==> config.mk <==
export PLATFORM = sky130hd
export DESIGN_NAME = shutter_channel_timer_controller_unit
export DESIGN_NICKNAME = d
export VERILOG_FILES = /design/src/hdl/sctc_pkg.sv /design/src/hdl/sctc_front.sv /design/src/hdl/sctc_back.sv /design/src/hdl/shutter_channel_timer_controller_unit.sv
export VERILOG_INCLUDE_DIRS = /design/src /design/src/hdl
export SDC_FILE = /design/constraint.sdc
export NUM_CORES = 1
export LEC_CHECK = 0
export ABC_CLOCK_PERIOD_IN_PS = 18000
export BUFFER_PORTS_ARGS = -buffer_cell sky130_fd_sc_hd__clkbuf_2
export CORE_UTILIZATION = 53
export DETAILED_ROUTE_END_ITERATION = 10
export GPL_TIMING_DRIVEN = 0
export PLACE_DENSITY = 0.69
export SLEW_MARGIN = 10
export SYNTH_ARGS = -nofsm -noshare
export SYNTH_HDL_FRONTEND = slang
export SYNTH_SLANG_ARGS = --single-unit
==> constraint.sdc <==
create_clock -name clk -period 18 [get_ports clk]
set_input_delay 1.8 -clock clk [delete_from_list [all_inputs] [get_ports clk]]
set_output_delay 1.8 -clock clk [all_outputs]
set_load 0.03 [all_outputs]
==> src/hdl/assert_macros.svh <==
// Assertion macros for the shutter channel timer controller
`ifndef ASSERT_MACROS_SVH
`define ASSERT_MACROS_SVH
`ifndef SYNTHESIS
`define ASSERT_IMPL(label, clk, rst, ante, cons) \
  label: assert property (@(posedge clk) disable iff (rst) (ante) |-> (cons)) \
    else $error("assertion failed");
`define ASSERT_NEXT(label, clk, rst, ante, cons) \
  label: assert property (@(posedge clk) disable iff (rst) (ante) |=> (cons)) \
    else $error("assertion failed");
`else
`define ASSERT_IMPL(label, clk, rst, ante, cons)
`define ASSERT_NEXT(label, clk, rst, ante, cons)
`endif
`endif

==> src/hdl/sctc_pkg.sv <==
// Shared types and constants of the shutter channel timer controller
package sctc_pkg;
  localparam int NUM_CHANNELS_DEF = 4;
  localparam int TIME_BITS_DEF = 24;
  localparam int QUEUE_DEPTH = 2;

  localparam logic [7:0] MASK_ANY = 8'h33;
  localparam logic [7:0] MASK_HI = 8'hCC;

  localparam logic [2:0] REG_BLOCKED = 3'd0;
  localparam logic [2:0] REG_ENABLE = 3'd1;
  localparam logic [2:0] REG_SHORT = 3'd2;
  localparam logic [2:0] REG_LONG = 3'd3;
  localparam logic [2:0] REG_BASE = 3'd4;
  localparam logic [2:0] REG_PAUSE = 3'd5;
  localparam logic [2:0] REG_ENDLESS = 3'd6;
  localparam logic [2:0] REG_PAIRED = 3'd7;

  localparam logic [2:0] ST_EMPTY = 3'd0;
  localparam logic [2:0] ST_UP = 3'd1;
  localparam logic [2:0] ST_DOWN = 3'd2;
  localparam logic [2:0] ST_REV_UP = 3'd5;
  localparam logic [2:0] ST_REV_DOWN = 3'd6;

  typedef struct packed {
    logic       action;
    logic [2:0] command_object;
    logic       direction;
  } item_t;

  typedef struct packed {
    logic [7:0]  blocked_mask;
    logic [7:0]  command_enable_mask;
    logic [31:0] short_factors;
    logic [31:0] long_factors;
    logic [23:0] time_base_codes;
    logic [7:0]  pause_codes;
    logic [3:0]  endless_long_mask;
    logic        paired_mode;
  } cfg_t;

  function automatic logic [9:0] pause_len(input logic [1:0] code);
    case (code)
      2'd0: pause_len = 10'd62;
      2'd1: pause_len = 10'd125;
      2'd2: pause_len = 10'd250;
      default: pause_len = 10'd625;
    endcase
  endfunction

  // factor scaled by time base code, 20 bits wide
  function automatic logic [19:0] scaled(input logic [7:0] f, input logic [2:0] base);
    case (base)
      3'd3: scaled = {8'd0, f, 4'd0};
      3'd4: scaled = {4'd0, f, 8'd0};
      3'd5: scaled = {f, 12'd0};
      default: scaled = {12'd0, f};
    endcase
  endfunction
endpackage

==> src/hdl/sctc_front.sv <==
// Front end: accepts items into a short queue
module sctc_front (
  input  logic            clk,
  input  logic            rst,
  input  logic            valid,
  output logic            ready,
  input  sctc_pkg::item_t in_item,
  output logic            q_valid,
  input  logic            q_ready,
  output sctc_pkg::item_t q_item
);
  sctc_pkg::item_t mem [sctc_pkg::QUEUE_DEPTH];
  logic wptr, rptr;
  logic [1:0] count;

  assign ready = count != 2'(sctc_pkg::QUEUE_DEPTH);
  assign q_valid = count != 2'd0;
  assign q_item = mem[rptr];

  always_ff @(posedge clk) begin
    if (valid && ready) mem[wptr] <= in_item;
    if (rst) begin
      wptr <= 1'b0;
      rptr <= 1'b0;
      count <= 2'd0;
    end else begin
      if (valid && ready) wptr <= ~wptr;
      if (q_valid && q_ready) rptr <= ~rptr;
      count <= count + 2'(valid && ready) - 2'(q_valid && q_ready);
    end
  end
endmodule

==> src/hdl/sctc_back.sv <==
// Back end: command execution and sequential walk of the timer records
module sctc_back #(
  parameter int NUM_CHANNELS = sctc_pkg::NUM_CHANNELS_DEF,
  parameter int TIME_BITS = sctc_pkg::TIME_BITS_DEF
) (
  input  logic            clk,
  input  logic            rst,
  input  logic            q_valid,
  output logic            q_ready,
  input  sctc_pkg::item_t q_item,
  input  sctc_pkg::cfg_t  cfg,
  output logic            res_valid,
  input  logic            res_ready,
  output logic [7:0]      relay_pattern,
  output logic            boost_pulse,
  output logic            busy
);
  localparam int NREC = 3 * NUM_CHANNELS;
  localparam int RB = $clog2(NREC + 1);
  localparam int CB = (NUM_CHANNELS > 1) ? $clog2(NUM_CHANNELS) : 1;

  typedef enum logic [1:0] {S_IDLE, S_WALK, S_OUT} state_t;
  state_t state;

  logic [TIME_BITS-1:0] tick_count;
  logic [2:0] rstat [NREC];
  logic [TIME_BITS-1:0] rtgt [NREC];
  logic [7:0] cw [NUM_CHANNELS];
  logic [7:0] last_pattern;
  logic [RB-1:0] ridx;
  // channel of record ridx, stepped alongside it
  logic [CB-1:0] wch;

  // walk step on record ridx
  logic [RB-1:0] wr;
  logic [CB-1:0] wc;
  logic wtravel;
  always_comb begin
    wr = ridx;
    wc = wch;
    wtravel = ridx < RB'(2 * NUM_CHANNELS);
  end

  function automatic logic [TIME_BITS-1:0] pause_tgt(input logic [CB-1:0] c,
      input logic [TIME_BITS-1:0] now, input logic [7:0] codes);
    logic [1:0] code;
    code = codes[2 * (32'(c) & 3) +: 2];
    pause_tgt = now + TIME_BITS'(sctc_pkg::pause_len(code));
  endfunction

  // command decode
  logic [2:0] obj;
  logic [1:0] cc;
  logic [CB-1:0] c;
  logic cmd_ok;
  logic [21:0] ts, tl;
  logic [21:0] tsp, tlp;
  logic [7:0] kin;
  always_comb begin
    obj = q_item.command_object;
    cc = obj[1:0];
    c = CB'(cc);
    cmd_ok = (32'(cc) < NUM_CHANNELS) && !cfg.blocked_mask[obj] &&
             cfg.command_enable_mask[obj];
    ts = 22'(sctc_pkg::scaled(cfg.short_factors[8*cc +: 8],
                              cfg.time_base_codes[6*cc +: 3]));
    tsp = ts + (ts >> 5);
    tl = 22'(sctc_pkg::scaled(cfg.long_factors[8*cc +: 8],
                              cfg.time_base_codes[6*cc+3 +: 3]));
    tl = tl + (tl >> 2);
    tlp = tl + (tl >> 5);
    kin = {4'd0, cw[c][3:0]};
  end

  logic [7:0] pat;
  always_comb begin
    pat = 8'd0;
    for (int k = 0; k < 4; k++) begin
      if ((cfg.paired_mode ? (k & 1) : k) < NUM_CHANNELS)
        pat[2*k +: 2] = cw[CB'(cfg.paired_mode ? (k & 1) : k)][1:0];
    end
  end

  assign q_ready = state == S_IDLE;
  assign res_valid = state == S_OUT;
  assign busy = state != S_IDLE;

  always_ff @(posedge clk) begin
    logic [7:0] kout;
    logic [2:0] tmp;
    logic [2:0] pst;
    logic [TIME_BITS-1:0] pt;
    logic endless;
    kout = 8'd0;
    tmp = 3'd0;
    pst = 3'd0;
    pt = '0;
    endless = 1'b0;
    if (rst) begin
      state <= S_IDLE;
      tick_count <= '0;
      last_pattern <= 8'd0;
      ridx <= '0;
      wch <= '0;
      for (int i = 0; i < NREC; i++) rstat[i] <= sctc_pkg::ST_EMPTY;
      for (int i = 0; i < NUM_CHANNELS; i++) cw[i] <= 8'd0;
    end else begin
      case (state)
        S_IDLE: begin
          if (q_valid) begin
            if (!q_item.action) begin
              tick_count <= tick_count + 1'b1;
              ridx <= '0;
              wch <= '0;
              state <= S_WALK;
            end else begin
              state <= S_OUT;
              if (cmd_ok) begin
                kout = kin;
                pt = pause_tgt(c, tick_count, cfg.pause_codes);
                pst = rstat[2*NUM_CHANNELS + c];
                endless = cfg.endless_long_mask[cc];
                if (!obj[2]) begin
                  if ((kin & sctc_pkg::MASK_ANY) != 0) begin
                    pst = {1'b0, kin[1:0]};
                    rtgt[2*NUM_CHANNELS + c] <= pt;
                    kout = kin & sctc_pkg::MASK_HI;
                    rstat[c] <= sctc_pkg::ST_EMPTY;
                    rstat[NUM_CHANNELS + c] <= sctc_pkg::ST_EMPTY;
                  end else if (cfg.short_factors[8*cc +: 8] != 8'd0) begin
                    if (!q_item.direction) begin
                      kout = (kin | 8'h10) & 8'hDF;
                      rstat[c] <= sctc_pkg::ST_UP;
                      rtgt[c] <= tick_count + TIME_BITS'(tsp);
                    end else begin
                      kout = (kin | 8'h20) & 8'hEF;
                      rstat[c] <= sctc_pkg::ST_DOWN;
                      rtgt[c] <= tick_count + TIME_BITS'(ts);
                    end
                  end
                end else if (!q_item.direction) begin
                  if (kin[0] || kin[4]) rstat[c] <= sctc_pkg::ST_EMPTY;
                  kout = kin | 8'h10;
                  if (kin[1] || kin[5]) begin
                    pst = sctc_pkg::ST_REV_UP;
                    rtgt[2*NUM_CHANNELS + c] <= pt;
                    kout = (kin | 8'h10) & 8'hDF;
                  end
                  if (!endless) begin
                    rstat[NUM_CHANNELS + c] <= sctc_pkg::ST_UP;
                    rtgt[NUM_CHANNELS + c] <= tick_count + TIME_BITS'(tlp);
                  end
                end else begin
                  rstat[c] <= sctc_pkg::ST_EMPTY;
                  kout = kin | 8'h20;
                  if (kin[0] || kin[4]) begin
                    pst = sctc_pkg::ST_REV_DOWN;
                    rtgt[2*NUM_CHANNELS + c] <= pt;
                    kout = (kin | 8'h20) & 8'hEF;
                  end
                  if (!endless) begin
                    rstat[NUM_CHANNELS + c] <= sctc_pkg::ST_DOWN;
                    rtgt[NUM_CHANNELS + c] <= tick_count + TIME_BITS'(tl);
                  end
                end
                tmp = pst;
                if (!tmp[2] && ((tmp[1:0] & kout[5:4]) != 2'd0)) tmp = 3'd0;
                rstat[2*NUM_CHANNELS + c] <= tmp;
                if (tmp[2]) kout = kout & 8'hF0;
                else if (tmp == 3'd0) kout = kout >> 4;
                cw[c] <= kout;
              end
            end
          end
        end
        S_WALK: begin
          if (rstat[wr] != sctc_pkg::ST_EMPTY) begin
            if (rtgt[wr] == tick_count) begin
              rstat[wr] <= sctc_pkg::ST_EMPTY;
              if (wtravel) begin
                cw[wc] <= 8'd0;
                rstat[2*NUM_CHANNELS + wc] <= rstat[wr];
                rtgt[2*NUM_CHANNELS + wc] <= pause_tgt(wc, tick_count, cfg.pause_codes);
              end else begin
                cw[wc] <= cw[wc] >> 4;
              end
            end else if (wtravel && rstat[2*NUM_CHANNELS + wc] != sctc_pkg::ST_EMPTY) begin
              rtgt[wr] <= rtgt[wr] + 1'b1;
            end
          end
          if (ridx == RB'(NREC - 1)) state <= S_OUT;
          ridx <= ridx + 1'b1;
          wch <= (wch == CB'(NUM_CHANNELS - 1)) ? '0 : wch + 1'b1;
        end
        S_OUT: begin
          if (res_ready) begin
            last_pattern <= pat;
            state <= S_IDLE;
          end
        end
        default: state <= S_IDLE;
      endcase
    end
  end

  assign relay_pattern = pat;
  assign boost_pulse = (pat & ~last_pattern) != 8'd0;
endmodule

==> src/hdl/shutter_channel_timer_controller_unit.sv <==
// Top level of the shutter channel timer controller
// Usage:
//  Input channel (valid/ready) carries action, command_object, direction.
//  action 0 is one 8 ms tick, action 1 a command to a step or travel object.
//  Every accepted transaction yields exactly one output transaction with the
//  relay pattern and the boost flag.
//  A two-entry queue sits in front of the executing back end, so the source
//  can hand over up to two transactions while the back end is busy.
//  A command goes from the queue to the back end, which executes it and
//  outputs the result; a tick walks the twelve timer records one per cycle.
//  The back end takes a new transaction only once it has output the last one;
//  a tick is held up by the single record walk in the back end.
//  Configuration registers are written through cfg_we/cfg_index/cfg_data;
//  the user writes them only while the block is idle (the block does not enforce it).
//  Reset (rst, synchronous) clears timers, relay state and the queue.
//  When the receiver holds ready low, the result stays and the back end
//  waits; the queue keeps taking input until it is full.
`include "assert_macros.svh"
module shutter_channel_timer_controller_unit #(
  parameter int NUM_CHANNELS = sctc_pkg::NUM_CHANNELS_DEF,
  parameter int TIME_BITS = sctc_pkg::TIME_BITS_DEF
) (
  input  logic        clk,
  input  logic        rst,
  input  logic        valid,
  output logic        ready,
  input  logic        action,
  input  logic [2:0]  command_object,
  input  logic        direction,
  output logic        out_valid,
  input  logic        out_ready,
  output logic [7:0]  relay_pattern,
  output logic        boost_pulse,
  input  logic        cfg_we,
  input  logic [2:0]  cfg_index,
  input  logic [31:0] cfg_data
);
  sctc_pkg::cfg_t cfg;
  sctc_pkg::item_t in_item, q_item;
  logic q_valid, q_ready, busy;

  always_comb begin
    in_item.action = action;
    in_item.command_object = command_object;
    in_item.direction = direction;
  end

  always_ff @(posedge clk) begin
    if (rst) begin
      cfg.blocked_mask <= 8'd0;
      cfg.command_enable_mask <= 8'hFF;
      cfg.short_factors <= 32'd0;
      cfg.long_factors <= 32'd0;
      cfg.time_base_codes <= 24'd0;
      cfg.pause_codes <= 8'd0;
      cfg.endless_long_mask <= 4'd0;
      cfg.paired_mode <= 1'b0;
    end else if (cfg_we) begin
      case (cfg_index)
        sctc_pkg::REG_BLOCKED: cfg.blocked_mask <= cfg_data[7:0];
        sctc_pkg::REG_ENABLE: cfg.command_enable_mask <= cfg_data[7:0];
        sctc_pkg::REG_SHORT: cfg.short_factors <= cfg_data;
        sctc_pkg::REG_LONG: cfg.long_factors <= cfg_data;
        sctc_pkg::REG_BASE: cfg.time_base_codes <= cfg_data[23:0];
        sctc_pkg::REG_PAUSE: cfg.pause_codes <= cfg_data[7:0];
        sctc_pkg::REG_ENDLESS: cfg.endless_long_mask <= cfg_data[3:0];
        sctc_pkg::REG_PAIRED: cfg.paired_mode <= cfg_data[0];
        default: ;
      endcase
    end
  end

  sctc_front u_front (
    .clk(clk), .rst(rst), .valid(valid), .ready(ready), .in_item(in_item),
    .q_valid(q_valid), .q_ready(q_ready), .q_item(q_item)
  );

  sctc_back #(.NUM_CHANNELS(NUM_CHANNELS), .TIME_BITS(TIME_BITS)) u_back (
    .clk(clk), .rst(rst), .q_valid(q_valid), .q_ready(q_ready), .q_item(q_item),
    .cfg(cfg), .res_valid(out_valid), .res_ready(out_ready),
    .relay_pattern(relay_pattern), .boost_pulse(boost_pulse), .busy(busy)
  );

  `ASSERT_IMPL(a_take_only_idle, clk, rst, q_valid && q_ready, !busy)
  `ASSERT_NEXT(a_out_holds, clk, rst, out_valid && !out_ready, out_valid && $stable(relay_pattern))
  `ASSERT_IMPL(a_boost_has_bit, clk, rst, out_valid && boost_pulse, relay_pattern != 8'h00)
endmodule
# After elaboration in Yosys (flattened, before gate mapping)

Memory sizes are Yosys's and may differ from the RTL's. A register that Yosys moved wholly into a read port is not among the register bits.
Index checks and enable logic that the tools add are counted.

Output and inout bits: 11
Register bits after elaboration: 161
Memories kept: 4
Input bits: 45
Memory bits (writable): 366

Bitwise gates (word level): 17
Shift operators: 6
Order comparisons: 5
Eq/ne operators: 27
$mul: 1
Multiplexer cells: 228
Add/sub/neg operators: 19
Reductions and logical operators: 42

Memory list:

| memory       | words | width | read ports | clocked after memory_dff | wr ports | line             | source |
|---|---|---|---|---|---|---|---|
| u_back.rtgt  | 12    | 24    | 1          | 1                        | 2        | sctc_back.sv:27  | `logic [TIME_BITS-1:0] rtgt [NREC];` |
| u_back.rstat | 12    | 3     | 3          | 1                        | 12       | sctc_back.sv:26  | `logic [2:0] rstat [NREC];` |
| u_back.cw    | 4     | 8     | 6          | 1                        | 4        | sctc_back.sv:28  | `logic [7:0] cw [NUM_CHANNELS];` |
| u_front.mem  | 2     | 5     | 1          | 1                        | 1        | sctc_front.sv:12 | `sctc_pkg::item_t mem [sctc_pkg::QUEUE_DEPTH];` |

Operator list:

| cell                                                | number |
|---|---|
| two-way mux 24 bit                                  | 7 |
| two-way mux 8 bit                                   | 18 |
| two-way mux 1 bit                                   | 126 |
| case mux 20 bit (3 select lines)                    | 2 |
| two-way mux 10 bit                                  | 10 |
| two-way mux 3 bit                                   | 27 |
| adder 24 x 22 -> 24 bit                             | 3 |
| OR reduction 24 bit                                 | 3 |
| < comparator 32 x 4 -> 1 bit, second input constant | 2 |
| indexed part select 32 x 6 -> 8 bit                 | 2 |
| case mux 10 bit (3 select lines)                    | 2 |
| two-way mux 4 bit                                   | 14 |
| adder 24 x 1 -> 24 bit, second input constant       | 2 |
| adder 24 x 10 -> 24 bit                             | 2 |
| indexed part select 24 x 33 -> 3 bit                | 1 |
| nonzero test 32 bit                                 | 1 |
| two-way mux 2 bit                                   | 15 |
| adder 24 x 20 -> 24 bit                             | 1 |
| equality test 24 bit                                | 1 |
| equality test 3 bit, second input constant          | 8 |
| indexed part select 24 x 6 -> 3 bit                 | 1 |
| adder 22 x 17 -> 22 bit                             | 1 |
| adder 20 x 15 -> 21 bit                             | 1 |
| adder 20 x 18 -> 21 bit                             | 1 |
| other kinds (41)                                    | 94 |

# Longest topological paths before layout

Gate-level depths: netlist of the first run.

Depth after elaboration: 29
Gate-level depth with buffers: 43
Mapped depth without buffers: 40

# Hierarchy

Synthesis of the first run repeated with hierarchy kept, for this count alone.

Cell total of the unflattened synthesis: 3126
Area, all modules: 33100.5 um^2

By module, submodules not included:

| module                                | area an instance (um^2) | sequential area each (um^2) | times used | cells an instance |
|---|---|---|---|---|
| sctc_back                             | 27781.6                 | 11250.8                     | 1          | 2652 |
| shutter_channel_timer_controller_unit | 4724.5                  | 2342.2                      | 1          | 435 |
| sctc_front                            | 594.3                   | 400.4                       | 1          | 39 |

# Least setup slack after synthesis of the first run

OpenSTA, ideal clock, no wires.

Path kind: register to register
Start point: register with a tool-made name
End point: memory u_back.rtgt[4][23] in the netlist's numbering, data pin
Setup slack: 8.830 ns
Clock period less this slack: 9.170 ns
Stages on the path, launching flop included: 40
Arrival: 8.904 ns
Path through: dfxtp_1 > buf_6 > mux2_1 > buf_2 > buf_1 > buf_1 > buf_1 > mux4_2 > a22o_1 > ha_1 > o21a_1 > a31oi_2 > o311a_1 > or2_2 > a21boi_0 > o21bai_1 > xor2_1 > ha_1 > (+4 left out) > a21boi_0 > o21ai_0 > a21boi_0 > o21ai_0 > nand2b_1 > a31o_2 > a21o_1 > a211oi_1 > o21ai_0 > ha_1 > a21o_1 > a21oi_1 > o21bai_1 > o211ai_1 > o41ai_1 > o22ai_1 > nor2_1 > o21ai_0

RTL lines:

| item             | line |
|---|---|
| end: declaration | sctc_back.sv:27 |

==> results of run 1 <==
-- logic make-up after synthesis --
group | after synthesis | share of synthesized area (%)
adders and majority gates | 102 | 4.45
DFF | 522 | 47.7
buffers and inverters | 246 | 3.40
other | 1 | 0.0128
and+or+nand+nor | 967 | 14.7
AOI/OAI and AO/OA | 569 | 12.1
muxes | 226 | 12.9
xor gates and xnor gates | 153 | 4.65
-- layout make-up --
type	instances	area (µm²)
fill	4474	21700
timing repair buffer	70	524
sequential	522	14000
tap	696	871
inverter	109	409
clock buffer	74	1470
buffer	137	589
clock inverter	27	262
multi-input combinational	2022	14500
-- power by group through the flow --
| stage | clock network (mW) | logic [mW] | registers (mW) |
|---|---|---|---|
| after floorplan | 0 | 0.467 | 1.38 |
| after global placement | 0 | 0.655 | 1.39 |
| after detailed placement | 0 | 0.680 | 1.39 |
| after CTS | 1.11 | 0.684 | 1.37 |
| after global routing | 1.16 | 0.738 | 1.37 |
| final | 1.10 | 0.692 | 1.37 |
-- layer usage --
layer	GRT usage [%]	vias to the layer above
li1	-	10500
met3	3.69	194
met5	0	-
met2	52.9	1117
met1	41.5	11300
met4	12.1	0
-- cell usage after synthesis (all sizes together), types with 85 or more instances --
cell and number:
inv 107, nand2 414, nor2 258, mux4 117, edfxtp 354, dfxtp 168
xnor2 87, mux2i 85, ha 97, o21ai 96, a21oi 257, clkbuf 96
-- sequential cells by signal (all words and copies together), names as in the netlist, 2 cells and up, named ones only --
signal,cells
u_back.tick_count,24
u_back.rstat,40
cfg,117
u_back.wc,2
u_front.mem,10
u_back.last_pattern,8
u_back.state,2
u_front.count,2
u_back.rtgt,288
u_back.cw,16
u_back.ridx,4
-- path summary, 6_finish.rpt --
check	from	endpoint	slack, ns	depth (start not counted)
worst min register to register	cfg[47]	cfg[47]	0.45	2
worst min-delay path	cfg[47]	cfg[47]	0.45	2
worst max register to register	register	u_back.rtgt[7][22]	5.66	38
worst max-delay path	register	u_back.rtgt[7][22]	5.66	38
-- critical path: cells and delay by family, from the launching register on --
| family | cells | cell delay (ns) |
|---|---|---|
| compound gates | 24 | 6.05 |
| buf+inv | 5 | 2.80 |
| fa+ha+maj | 3 | 1.10 |
| mux | 2 | 0.87 |
| simple gates | 3 | 0.58 |
| xor+xnor | 1 | 0.32 |
| flops | 1 | 0.31 |
==> flow_summary.ini, run 1 <==
[detailed_routing]
ant_nets = 0
met3_wirelength_mm = 7.06
top_layer = met4
num_vias = 23100
wirelength_mm = 88.5
route.met2.wl_mm = 42.3
wl_met1_mm = 35.6
drtIter0Drc = 2353
drc = 0
viasPerCell = 6.32
routedWlPerCell_um = 24.2
drtPass1Iterations = 6

[global_route]
grt_pass1_wl_mm = 134
first_global_vias = 22300
grt_overflow = 0
grt_max_degree = 25
antenna_found_initial = 0
grt_usage_pct = 31.4

[power]
power_mw = 3.16
p_per_area_mw_per_mm2 = 97.2
p_int_mw = 2.22
seqPwrFrac_pct = 43.3
p_clk_share_pct = 34.9
total_leakage_power_nw = 11.8
switching_share_pct = 29.8
p_comb_share_pct = 21.9
max-vdd-ir-drop_uv = 93.0
power_switching_mw = 0.944

[clock_network]
cts_tree = yes
cts.clk_slew.worst_paths_ns = 0.06
htree_num_levels = 2
cts_sinks = 522
cts_hold_buf = 0
cts-root-buf = clkbuf_16
numCtsBuffers = 54
cts_setup_buffers = 0
insertion_delay_ns = 0.62
cts_resized = 0
clk_path_buf_depth = 3

[timing]
fin_crit_ns = 12.34
period_share_pct = 68.6
rsz0062_at_grt = false
max-slew-margin-rel_pct = 23.5
setup_slack_ns = 5.66
finalHoldViolCount = 0
fmax_mhz = 81.0
worst_pin_slew_ns = 1.11
hold_slack_ns = 0.454
drv_slew = 0
tns_ns = 0
skew_ns = 0.0439
report.final.setup_viol = 0

[outcome]
status = completed

[floorplanning]
rows = 85
core_area_mm2 = 0.0542
initial_core_util_pct = 54.1
fp.dieW_um = 237
num_io_pins = 56
die_area_mm2 = 0.0563
die_y_um = 237

[setup_path]
cp_common_cell = o21ai_0
worstSetupEndpointType = register
cp_slowest_stage_delay_ns = 0.91
cp_max_fo = 10
slowest_stage = a211oi_1
worst_ep_arrival_time_ns = 12.71
worst_ep_required_time_ns = 18.37
cp-start-kind = register
crit_type = reg2reg

[finish]
layout_commonest_cell = nand2_1
stdcell_area_mm2 = 0.0326
mostFrequentLayoutCells = nand2_1, edfxtp_1, a21oi_1
area_growth_pct = 11.0
layout.nets = 3062
diodes = 0
stdcell_count = 3657
drive_gt1_share_pct = 12.1
fin_util_pct = 60.0

[place]
dp_hpwl_mm = 66.9
globalplace.congestion = 0.983
dp_slack_ns = 5.72
place_area_mm2 = 0.0308
dp_cells = 3556
port_buffers = 52

[yosys]
syn_inst = 2786
yosys_most_used_dff = edfxtp_1
ys_ff_latch = 522
yosysTopAreaCellShare_pct = 36.2
synth_area_mm2 = 0.0293
synth_edf_count = 354
yosysTopAreaCell = edfxtp_1
ys_seq_area_share_pct = 47.7
avgSynthCellArea_um2 = 10.5
yosysWarnings = 0
synth_cell_type_count = 97
async_reset_ff_share_pct = 0
synth.area.top_cells = edfxtp_1, dfxtp_1, mux4_2

[run]
drv_cap = 0

[min_path]
min_path_type = reg2reg
No activity file was read; power rests on OpenSTA's default activity.
==> run 2, diff against run 1 <==
--- a/config.mk
+++ b/config.mk
@@ -6,7 +6,7 @@
 export SDC_FILE = /design/constraint.sdc
 export NUM_CORES = 1
 export LEC_CHECK = 0
-export ABC_CLOCK_PERIOD_IN_PS = 18000
+export ABC_CLOCK_PERIOD_IN_PS = 11700
 export BUFFER_PORTS_ARGS = -buffer_cell sky130_fd_sc_hd__clkbuf_2
 export CORE_UTILIZATION = 53
 export DETAILED_ROUTE_END_ITERATION = 10
==> constraint.sdc (replaced) <==
create_clock -name clk -period 11.7 [get_ports clk]
set_input_delay 1.17 -clock clk [delete_from_list [all_inputs] [get_ports clk]]
set_output_delay 1.17 -clock clk [all_outputs]
set_load 0.03 [all_outputs]
==> flow_summary.ini, run 2 (synthesized netlist as in run 1, its figures left out) <==
[outcome]
status = completed

[power]
seqPwrFrac_pct = 43.3
max-vdd-ir-drop_uv = 143
p_clk_share_pct = 34.9
power_switching_mw = 1.45
p_per_area_mw_per_mm2 = 149
p_int_mw = 3.42
switching_share_pct = 29.8
total_leakage_power_nw = 11.8
power_mw = 4.87
p_comb_share_pct = 21.8

[finish]
max_flop_register = u_back.rtgt
fin_util_pct = 60.0
diodes = 0
layout.nets = 3060
area_growth_pct = 11.0
largest_register_ffs = 288
layout_commonest_cell = nand2_1
fill_cells = 4471
reg.largest.list = u_back.rtgt (288), cfg (117), u_back.rstat (40)
drive_gt1_share_pct = 12.1
mostFrequentLayoutCells = nand2_1, edfxtp_1, a21oi_1

[setup_path]
ff2ff_setup_slack_ns = 0.91
r2r-end = u_back.rtgt[7][22]
endpoint = u_back.rtgt[7][22]
cp_max_fo = 10
cp_common_cell = o21ai_0
cp.depth = 38
worst_ep_arrival_time_ns = 11.15
worst_ep_required_time_ns = 12.07
r2r_cells = 38
slowest_stage = clkbuf_1
cp_slowest_stage_delay_ns = 0.70
crit_buf_inv = 5
crit_family = compound AO/OA/AOI/OAI gates
cp-start-kind = register
crit_type = reg2reg
worstSetupEndpointType = register

[global_route]
first_global_vias = 22300
grt_overflow = 0
grt_pass1_wl_mm = 134
antenna_found_initial = 0
grt_max_degree = 25
grt_usage_pct = 31.3

[clock_network]
cts-root-buf = clkbuf_16
cts.clk_slew.worst_paths_ns = 0.06
cts_setup_buffers = 0
insertion_delay_ns = 0.62
numCtsBuffers = 54
htree_num_levels = 2
clk_path_buf_depth = 3
cts_sinks = 522
cts_hold_buf = 0
cts_tree = yes

[floorplanning]
rows = 85
die_y_um = 237
die_area_mm2 = 0.0563
fp.dieW_um = 237
initial_core_util_pct = 54.1
num_io_pins = 56
core_area_mm2 = 0.0542

[detailed_routing]
num_vias = 23100
routedWlPerCell_um = 24.1
ant_nets = 0
drtIter0Drc = 2259
viasPerCell = 6.31
drc = 0
drtPass1Iterations = 6
wirelength_mm = 88.2

[place]
port_buffers = 52
dp_hpwl_mm = 66.9
globalplace.congestion = 0.983

[timing]
hold_slack_ns = 0.453
rsz0062_at_grt = false
skew_ns = 0.0418
fin_crit_ns = 10.79
drv_slew = 0
max-slew-margin-rel_pct = 24.1
finalHoldViolCount = 0
fmax_mhz = 92.7
period_share_pct = 92.2
report.final.setup_viol = 0
worst_pin_slew_ns = 1.11

[run]
drv_cap = 0

[min_path]
hp-start = cfg[47]
min_path_type = reg2reg
-- run 2: layer usage --
metal  wire [µm]  GRT usage [%]  vias to the layer above
met2       42100           52.9                     1103
met1       35800           41.5                    11300
met4        3420           11.9                        0
met3        6890           3.66                      184
li1            -              -                    10500
met5           0              0                        -
-- run 2: through the flow --
| step | setup TNS (ns) | std cells | area [µm²] | worst slack [ns] |
|---|---|---|---|---|
| final | 0 | 3655 | 32600 | 0.911 |
| after global routing | 0 | 3655 | 32600 | 0.221 |
| after CTS | 0 | 3656 | 32600 | 0.0101 |
| after detailed placement | -4.37 | 3556 | 30800 | -0.582 |
| after global placement | -1.63 | 3538 | 30500 | -0.253 |
| after floorplan | 0 | 2790 | 29300 | 2.53 |
-- run 2: tightest hold or removal path: stages, from the launching register on --
cell	delay, ns
dfxtp_1	0.31
nand2_1	0.05
a21oi_1	0.05
-- run 2: power groups by stage --
| stage | Clock (mW) | Combinational [mW] | Sequential (mW) |
|---|---|---|---|
| 2_1_floorplan | 0 | 0.719 | 2.13 |
| 3_5_place_dp | 0 | 1.05 | 2.15 |
| 5_1_grt | 1.78 | 1.13 | 2.11 |
| 3_3_place_gp | 0 | 1.01 | 2.14 |
| 4_1_cts | 1.71 | 1.05 | 2.11 |
| 6_report | 1.70 | 1.06 | 2.11 |
-- run 2: repair_timing --
item / in CTS / in global routing
pin swaps: 0 / 0
resized for setup: 0 / 1
setup endpoints to repair: 12 / 16
-- run 2: cell type report --
type                       instances  area, µm²  area share, %
buffer                           135        582           1.79
tap                              696        871           2.67
clock buffer                      74       1470           4.50
multi-input combinational       2022      14500           44.4
timing repair buffer              70        524           1.61
clock inverter                    27        262          0.803
inverter                         109        409           1.26
sequential                       522      14000           43.0
-- run 2: worst min path at each step --
| stage | depth (start not counted) | end |
|---|---|---|
| CTS | 2 | cfg[47] |
| detailed placement | 2 | cfg[47] |
| finish | 2 | cfg[47] |
| global route | 2 | cfg[49] |
| floorplan | 2 | cfg[109] |
| global placement | 2 | cfg[47] |
